`src/rtl/core/thick_stroke_rasterizer_unit_assert.svh`:
```
// Assertion macros shared by the thick stroke rasterizer RTL.
// Each macro expects signals named clk and arst_n in the module that uses it.
`ifndef THICK_STROKE_RASTERIZER_UNIT_ASSERT_SVH
`define THICK_STROKE_RASTERIZER_UNIT_ASSERT_SVH

// Same-cycle implication, disabled while reset is applied.
`define TSR_ASSERT_IMP(name, ante, cons, msg) \
	name: assert property (@(posedge clk) disable iff (!arst_n) (ante) |-> (cons)) \
		else $error(msg);

// Next-cycle implication, disabled while reset is applied.
`define TSR_ASSERT_NXT(name, ante, cons, msg) \
	name: assert property (@(posedge clk) disable iff (!arst_n) (ante) |=> (cons)) \
		else $error(msg);

`endif

```
`src/rtl/core/tsr_pkg.sv`:
```
// Shared constants, operation codes and types of the thick stroke rasterizer.
// No dependencies; used by tsr_seg_setup and thick_stroke_rasterizer_unit.
package tsr_pkg;

	localparam int MAX_WIDTH_DEF  = 256;
	localparam int MAX_HEIGHT_DEF = 256;
	localparam int FRAC_BITS      = 4;

	localparam int DIM_W   = 13;
	localparam int COORD_W = 17;
	localparam int STEP_W  = 14;
	localparam int LEN_W   = 18;
	localparam int RAD_W   = 10;

	localparam logic [FRAC_BITS-1:0] HALF_PAT = FRAC_BITS'(1 << (FRAC_BITS - 1));

	localparam logic [1:0] OP_STAMP = 2'd0;
	localparam logic [1:0] OP_READ  = 2'd1;
	localparam logic [1:0] OP_CLEAR = 2'd2;

	localparam logic REG_IMAGE_WIDTH  = 1'b0;
	localparam logic REG_IMAGE_HEIGHT = 1'b1;

	typedef struct packed {
		logic [STEP_W-1:0]         steps;
		logic signed [COORD_W-1:0] qx;
		logic [STEP_W-1:0]         rx;
		logic signed [COORD_W-1:0] qy;
		logic [STEP_W-1:0]         ry;
	} seg_plan_t;

endpackage

```
`src/rtl/core/tsr_seg_setup.sv`:
```
// Segment setup: length by an iterative square root, step count and per-step
// increments by a shared restoring divider. Depends on tsr_pkg.
module tsr_seg_setup (
	input  logic                               clk,
	input  logic                               arst_n,
	input  logic                               start,
	input  logic signed [tsr_pkg::COORD_W-1:0] dx,
	input  logic signed [tsr_pkg::COORD_W-1:0] dy,
	input  logic [tsr_pkg::RAD_W-1:0]          step,
	output logic                               done,
	output tsr_pkg::seg_plan_t                 plan
);

	localparam logic [2:0] ST_IDLE = 3'd0;
	localparam logic [2:0] ST_SQ   = 3'd1;
	localparam logic [2:0] ST_SUM  = 3'd2;
	localparam logic [2:0] ST_SQRT = 3'd3;
	localparam logic [2:0] ST_LEN  = 3'd4;
	localparam logic [2:0] ST_DLD  = 3'd5;
	localparam logic [2:0] ST_DIV  = 3'd6;
	localparam logic [2:0] ST_DEND = 3'd7;

	logic [2:0]  state_q;
	logic [4:0]  cnt_q;
	logic [1:0]  sel_q;
	logic        done_q;
	logic [15:0] adx_q, ady_q;
	logic        negx_q, negy_q;
	logic [tsr_pkg::RAD_W-1:0] step_q;
	logic [31:0] a2_q, b2_q;
	logic [35:0] n_q, bit_q;
	logic [36:0] res_q;
	logic [tsr_pkg::LEN_W-1:0] len_q;
	logic [tsr_pkg::LEN_W-1:0] quo_q;
	logic [tsr_pkg::STEP_W-1:0] rem_q, dvs_q;
	tsr_pkg::seg_plan_t plan_q;

	logic [16:0] ndx, ndy;
	logic [36:0] sqrt_sum;
	logic [14:0] trial, diff;
	logic        ge;
	logic        fneg;
	logic [15:0] qa;
	logic signed [tsr_pkg::COORD_W-1:0] fq;
	logic [tsr_pkg::STEP_W-1:0] fr;

	assign ndx      = -dx;
	assign ndy      = -dy;
	assign sqrt_sum = res_q + {1'b0, bit_q};
	assign trial    = {rem_q, quo_q[tsr_pkg::LEN_W-1]};
	assign ge       = trial >= {1'b0, dvs_q};
	assign diff     = trial - {1'b0, dvs_q};
	assign qa       = quo_q[15:0];
	assign fneg     = (sel_q == 2'd1) ? negx_q : negy_q;

	always_comb begin
		if (!fneg) begin
			fq = $signed({1'b0, qa});
			fr = rem_q;
		end else if (rem_q == '0) begin
			fq = -$signed({1'b0, qa});
			fr = '0;
		end else begin
			fq = $signed(~{1'b0, qa});
			fr = plan_q.steps - rem_q;
		end
	end

	always_ff @(posedge clk or negedge arst_n) begin
		if (!arst_n) begin
			state_q <= ST_IDLE;
			cnt_q   <= '0;
			sel_q   <= '0;
			done_q  <= 1'b0;
		end else begin
			done_q <= 1'b0;
			unique case (state_q)
				ST_IDLE: begin
					if (start) begin
						state_q <= ST_SQ;
					end
				end
				ST_SQ: begin
					state_q <= ST_SUM;
				end
				ST_SUM: begin
					cnt_q   <= 5'd17;
					state_q <= ST_SQRT;
				end
				ST_SQRT: begin
					cnt_q <= cnt_q - 5'd1;
					if (cnt_q == '0) begin
						state_q <= ST_LEN;
					end
				end
				ST_LEN: begin
					sel_q   <= 2'd0;
					state_q <= ST_DLD;
				end
				ST_DLD: begin
					cnt_q   <= 5'd17;
					state_q <= ST_DIV;
				end
				ST_DIV: begin
					cnt_q <= cnt_q - 5'd1;
					if (cnt_q == '0) begin
						state_q <= ST_DEND;
					end
				end
				ST_DEND: begin
					if (sel_q == 2'd2) begin
						done_q  <= 1'b1;
						state_q <= ST_IDLE;
					end else begin
						sel_q   <= sel_q + 2'd1;
						state_q <= ST_DLD;
					end
				end
				default: begin
					state_q <= ST_IDLE;
				end
			endcase
		end
	end

	always_ff @(posedge clk) begin
		case (state_q)
			ST_IDLE: begin
				adx_q  <= dx[16] ? ndx[15:0] : dx[15:0];
				ady_q  <= dy[16] ? ndy[15:0] : dy[15:0];
				negx_q <= dx[16];
				negy_q <= dy[16];
				step_q <= (step > tsr_pkg::RAD_W'(1 << tsr_pkg::FRAC_BITS)) ? step :
					tsr_pkg::RAD_W'(1 << tsr_pkg::FRAC_BITS);
			end
			ST_SQ: begin
				a2_q <= adx_q * adx_q;
				b2_q <= ady_q * ady_q;
			end
			ST_SUM: begin
				n_q   <= 36'({33'(a2_q) + 33'(b2_q), 2'b00});
				res_q <= '0;
				bit_q <= 36'(1) << 34;
			end
			ST_SQRT: begin
				if ({1'b0, n_q} >= sqrt_sum) begin
					n_q   <= n_q - sqrt_sum[35:0];
					res_q <= (res_q >> 1) + {1'b0, bit_q};
				end else begin
					res_q <= res_q >> 1;
				end
				bit_q <= bit_q >> 2;
			end
			ST_LEN: begin
				len_q <= res_q[tsr_pkg::LEN_W-1:0] + tsr_pkg::LEN_W'(n_q != '0);
			end
			ST_DLD: begin
				rem_q <= '0;
				case (sel_q)
					2'd0: begin
						quo_q <= len_q + tsr_pkg::LEN_W'(step_q) - tsr_pkg::LEN_W'(1);
						dvs_q <= tsr_pkg::STEP_W'(step_q);
					end
					2'd1: begin
						quo_q <= tsr_pkg::LEN_W'(adx_q);
						dvs_q <= plan_q.steps;
					end
					default: begin
						quo_q <= tsr_pkg::LEN_W'(ady_q);
						dvs_q <= plan_q.steps;
					end
				endcase
			end
			ST_DIV: begin
				rem_q <= ge ? diff[tsr_pkg::STEP_W-1:0] : trial[tsr_pkg::STEP_W-1:0];
				quo_q <= {quo_q[tsr_pkg::LEN_W-2:0], ge};
			end
			ST_DEND: begin
				case (sel_q)
					2'd0: begin
						plan_q.steps <= quo_q[tsr_pkg::STEP_W-1:0];
					end
					2'd1: begin
						plan_q.qx <= fq;
						plan_q.rx <= fr;
					end
					default: begin
						plan_q.qy <= fq;
						plan_q.ry <= fr;
					end
				endcase
			end
			default: begin
			end
		endcase
	end

	assign done = done_q;
	assign plan = plan_q;

endmodule

```
`config.mk`:
```
export PLATFORM = sky130hd
export DESIGN_NAME = tsr_seg_setup
export DESIGN_NICKNAME = d
export VERILOG_FILES = /design/src/rtl/core/thick_stroke_rasterizer_unit_assert.svh /design/src/rtl/core/tsr_pkg.sv /design/src/rtl/core/tsr_seg_setup.sv
export SDC_FILE = /design/constraint.sdc
export NUM_CORES = 2
export LEC_CHECK = 0
export ABC_AREA = 1
export BUFFER_PORTS_ARGS = -buffer_cell sky130_fd_sc_hd__buf_2
export CORE_UTILIZATION = 35
export DETAILED_ROUTE_END_ITERATION = 6
export GPL_ROUTABILITY_DRIVEN = 0
export PLACE_DENSITY = 0.58
export SYNTH_ARGS = -nofsm -noshare
export SYNTH_HDL_FRONTEND = slang
export SYNTH_SLANG_ARGS = --single-unit
```
`constraint.sdc`:
```
create_clock -name clk -period 9 [get_ports clk]
set_input_delay 0.9 -clock clk [delete_from_list [all_inputs] [get_ports clk]]
set_output_delay 0.9 -clock clk [all_outputs]
set_load 0.01 [all_outputs]
```
==> out/qor.csv <==
metric;value;unit
status;finished, violations left;
violations;design-rule violations;
diodes;0;
fin_hold_ws;0.148;ns
grt_pass1_wl;171000;um
rsz0062_at_grt;false;
yosys_register_bits;348;
finalClockSkew;0.0385;ns
netlist-cell-type-count;64;
grt_max_degree;63;
layout-drive-gt1-share;5.96;%
yosysMostFrequentCell;inv_1;
worstSetupStartpointType;flip-flop;
period_minus_slack;6.48;ns
worstSetupEndpointType;flip-flop;
synthTopCellsByArea;edfxtp_1 26%, fa_1 17%, ha_1 12%;
dp_cells;6211;
instances_no_fill;6295;
routed_wl;106000;um
required;9.36;ns
antenna_found_initial;1;
fmax;154;MHz
post-place-ws;2.59;ns
grt_pass1_vias;31800;
drv_slew;0;
netlist_instances;4717;
syn_nets;5463;
cts_buffers;45;
yosysSeqAreaShare;26.9;%
min-delay-path-class;in -> async;
clk_latency;0.63;ns
start_util;35.4;%
first_pass_iters;7;
cts.sinks;348;
max_cap_violations;0;
clk_pin_slew;0.06;ns
wl_met1;47600;um
yosys_warnings;0;
critPathArrivalTime;6.84;ns
dieHeight;335;um
synth_top_cell_by_area;edfxtp_1;
fin_tns_setup;0;ns
vias_per_cell;4.94;
ios;124;
dieArea;112000;sq um
cts_tree;built;
wl_met2;51000;um
tightest_slew;1.09;ns
dp_hpwl;85000;um
finalNetCount;5528;
syn_area_per_cell;8.21;sq um
num_vias;31100;
timing.final.hold_violations;0;
ys_dominant_reg_cell;edfxtp_1;
path_max_fanout;18;
num_rows;121;
grtUsageTotal;19.1;%
core;109000;sq um
drt_iter0_markers;2127;
ys_async_sr_fraction;3.16;%
drc;1;
wire_per_inst;16.8;um
syn_to_final_growth;9.27;%
netlist_top_cells_count;1020 x inv_1, 890 x nand2_1, 368 x ha_1;
die_width;335;um
slew_headroom;27.2;%
holdBufCountCts;0;
antenna_left;0;
setup_viol;0;
cts_resized;0;
io_buffers;123;
finalWorstSetupSlack;2.52;ns
clock_path_buffers;3;
syn_area;38700;sq um
synth_edf_count;337;
cts-root-buf;clkbuf_16;
htreeDepth;2;
crit_type;reg -> reg;
overflow;0;
post-route-period-util;72.0;%
routed-wl-met3;5300;um
post-cts-setup-buffer-count;0;
highest_layer;met5;
synth_top_cell_area_share;26.1;%
-- layout make-up --
cell class                 instances  area, sq um
fill                           11300        67000
multi-input combinational       3219        23900
sequential                       348        10400
inverter                        1030         3870
tap                             1476         1850
clock buffer                      53         1160
timing repair buffer             138          728
clock inverter                    31          370
-- layout by cell type (no fill, tap or decap), drive strengths merged, types with 3 or more instances in the layout --
cell type | synthesis | routed
dfrtp | 11 | 11
fa | 331 | 331
nand3b | 5 | 5
or2 | 11 | 11
a22oi | 3 | 3
inv | 1028 | 1033
o21ai | 278 | 278
nor4 | 27 | 27
nor3 | 58 | 58
a21o | 26 | 26
a21boi | 5 | 5
o211ai | 4 | 4
edfxtp | 337 | 337
o2111ai | 8 | 8
xnor2 | 82 | 82
nand2 | 910 | 910
nand4 | 38 | 38
ha | 368 | 368
nand3 | 166 | 166
buf | 28 | 138
o221ai | 16 | 16
xor2 | 149 | 149
o21bai | 31 | 31
nor2 | 336 | 336
clkinvlp | 0 | 5
o31ai | 9 | 9
bufinv | 0 | 4
o22ai | 18 | 18
clkbuf | 92 | 53
a221oi | 8 | 8
a211oi | 7 | 7
a21oi | 292 | 292
clkinv | 2 | 19
a31oi | 11 | 11
o21a | 6 | 6
-- state kept, by name, indices dropped and copies added (netlist names), 18 cells and up --
signal,flops
bit_q,18
a2_q,31
len_q,18
quo_q,18
n_q,36
plan,76
b2_q,31
res_q,37
-- metal layers --
layer  global-route usage, %  vias to the layer above
li1                        -                    15200
met1                    25.6                    15000
met2                    33.1                      751
met3                    2.15                      117
met4                    4.07                        2
met5                       0                        -
-- worst max-delay path, stage by stage, from the launching register on --
cell and delay [ns]:
edfxtp_1 1.02, nand2_1 0.24, xor2_1 0.22, ha_1 0.28, inv_1 0.05, fa_1 0.53, inv_1 0.05, fa_1 0.51
fa_1 0.52, fa_1 0.55, inv_1 0.05, fa_1 0.53, inv_1 0.05, ha_1 0.37, nand2_1 0.11, inv_1 0.11
nand3_1 0.09, nor3_1 0.22, nand3_1 0.14, nand3_1 0.19, nand2_1 0.07, nand3_1 0.11, a21oi_1 0.09, xor2_1 0.15
-- logic make-up after synthesis --
logic type / count (synthesis) / synth area share, %
buffers and inverters: 1150 / 11.4
multiplexers: 1 / 0.0291
XOR/XNOR: 231 / 5.23
adder cells (fa/ha/maj): 699 / 29.0
AO/OA/AOI/OAI: 733 / 10.7
AND/OR/NAND/NOR: 1555 / 16.7
flip-flops: 348 / 26.9
-- metrics by stage --
stage	area (sq um)	utilization, %
after detailed placement	40800	37.3
after global placement	40800	37.3
final	42300	38.7
after global routing	42300	38.7
after CTS	42300	38.7
after floorplan	38700	-
-- final timing paths --
kind | startpoint | end | slack [ns] | depth (start not counted)
setup / recovery | ady_q[0] | b2_q[29] | 2.52 | 23
hold / removal | arst_n | cnt_q[4] | 0.15 | 1
setup reg to reg | ady_q[0] | b2_q[29] | 2.52 | 23
hold reg to reg | cnt_q[4] | cnt_q[4] | 0.48 | 1
max in group asynchronous | arst_n | cnt_q[0] | 8.63 | 1
min in group clk | step[8] | step_q[8] | 0.48 | 1
Power is left out: the tool's default activity adds up to more than one toggle a clock period on the data nets, which glitch-free logic cannot reach.
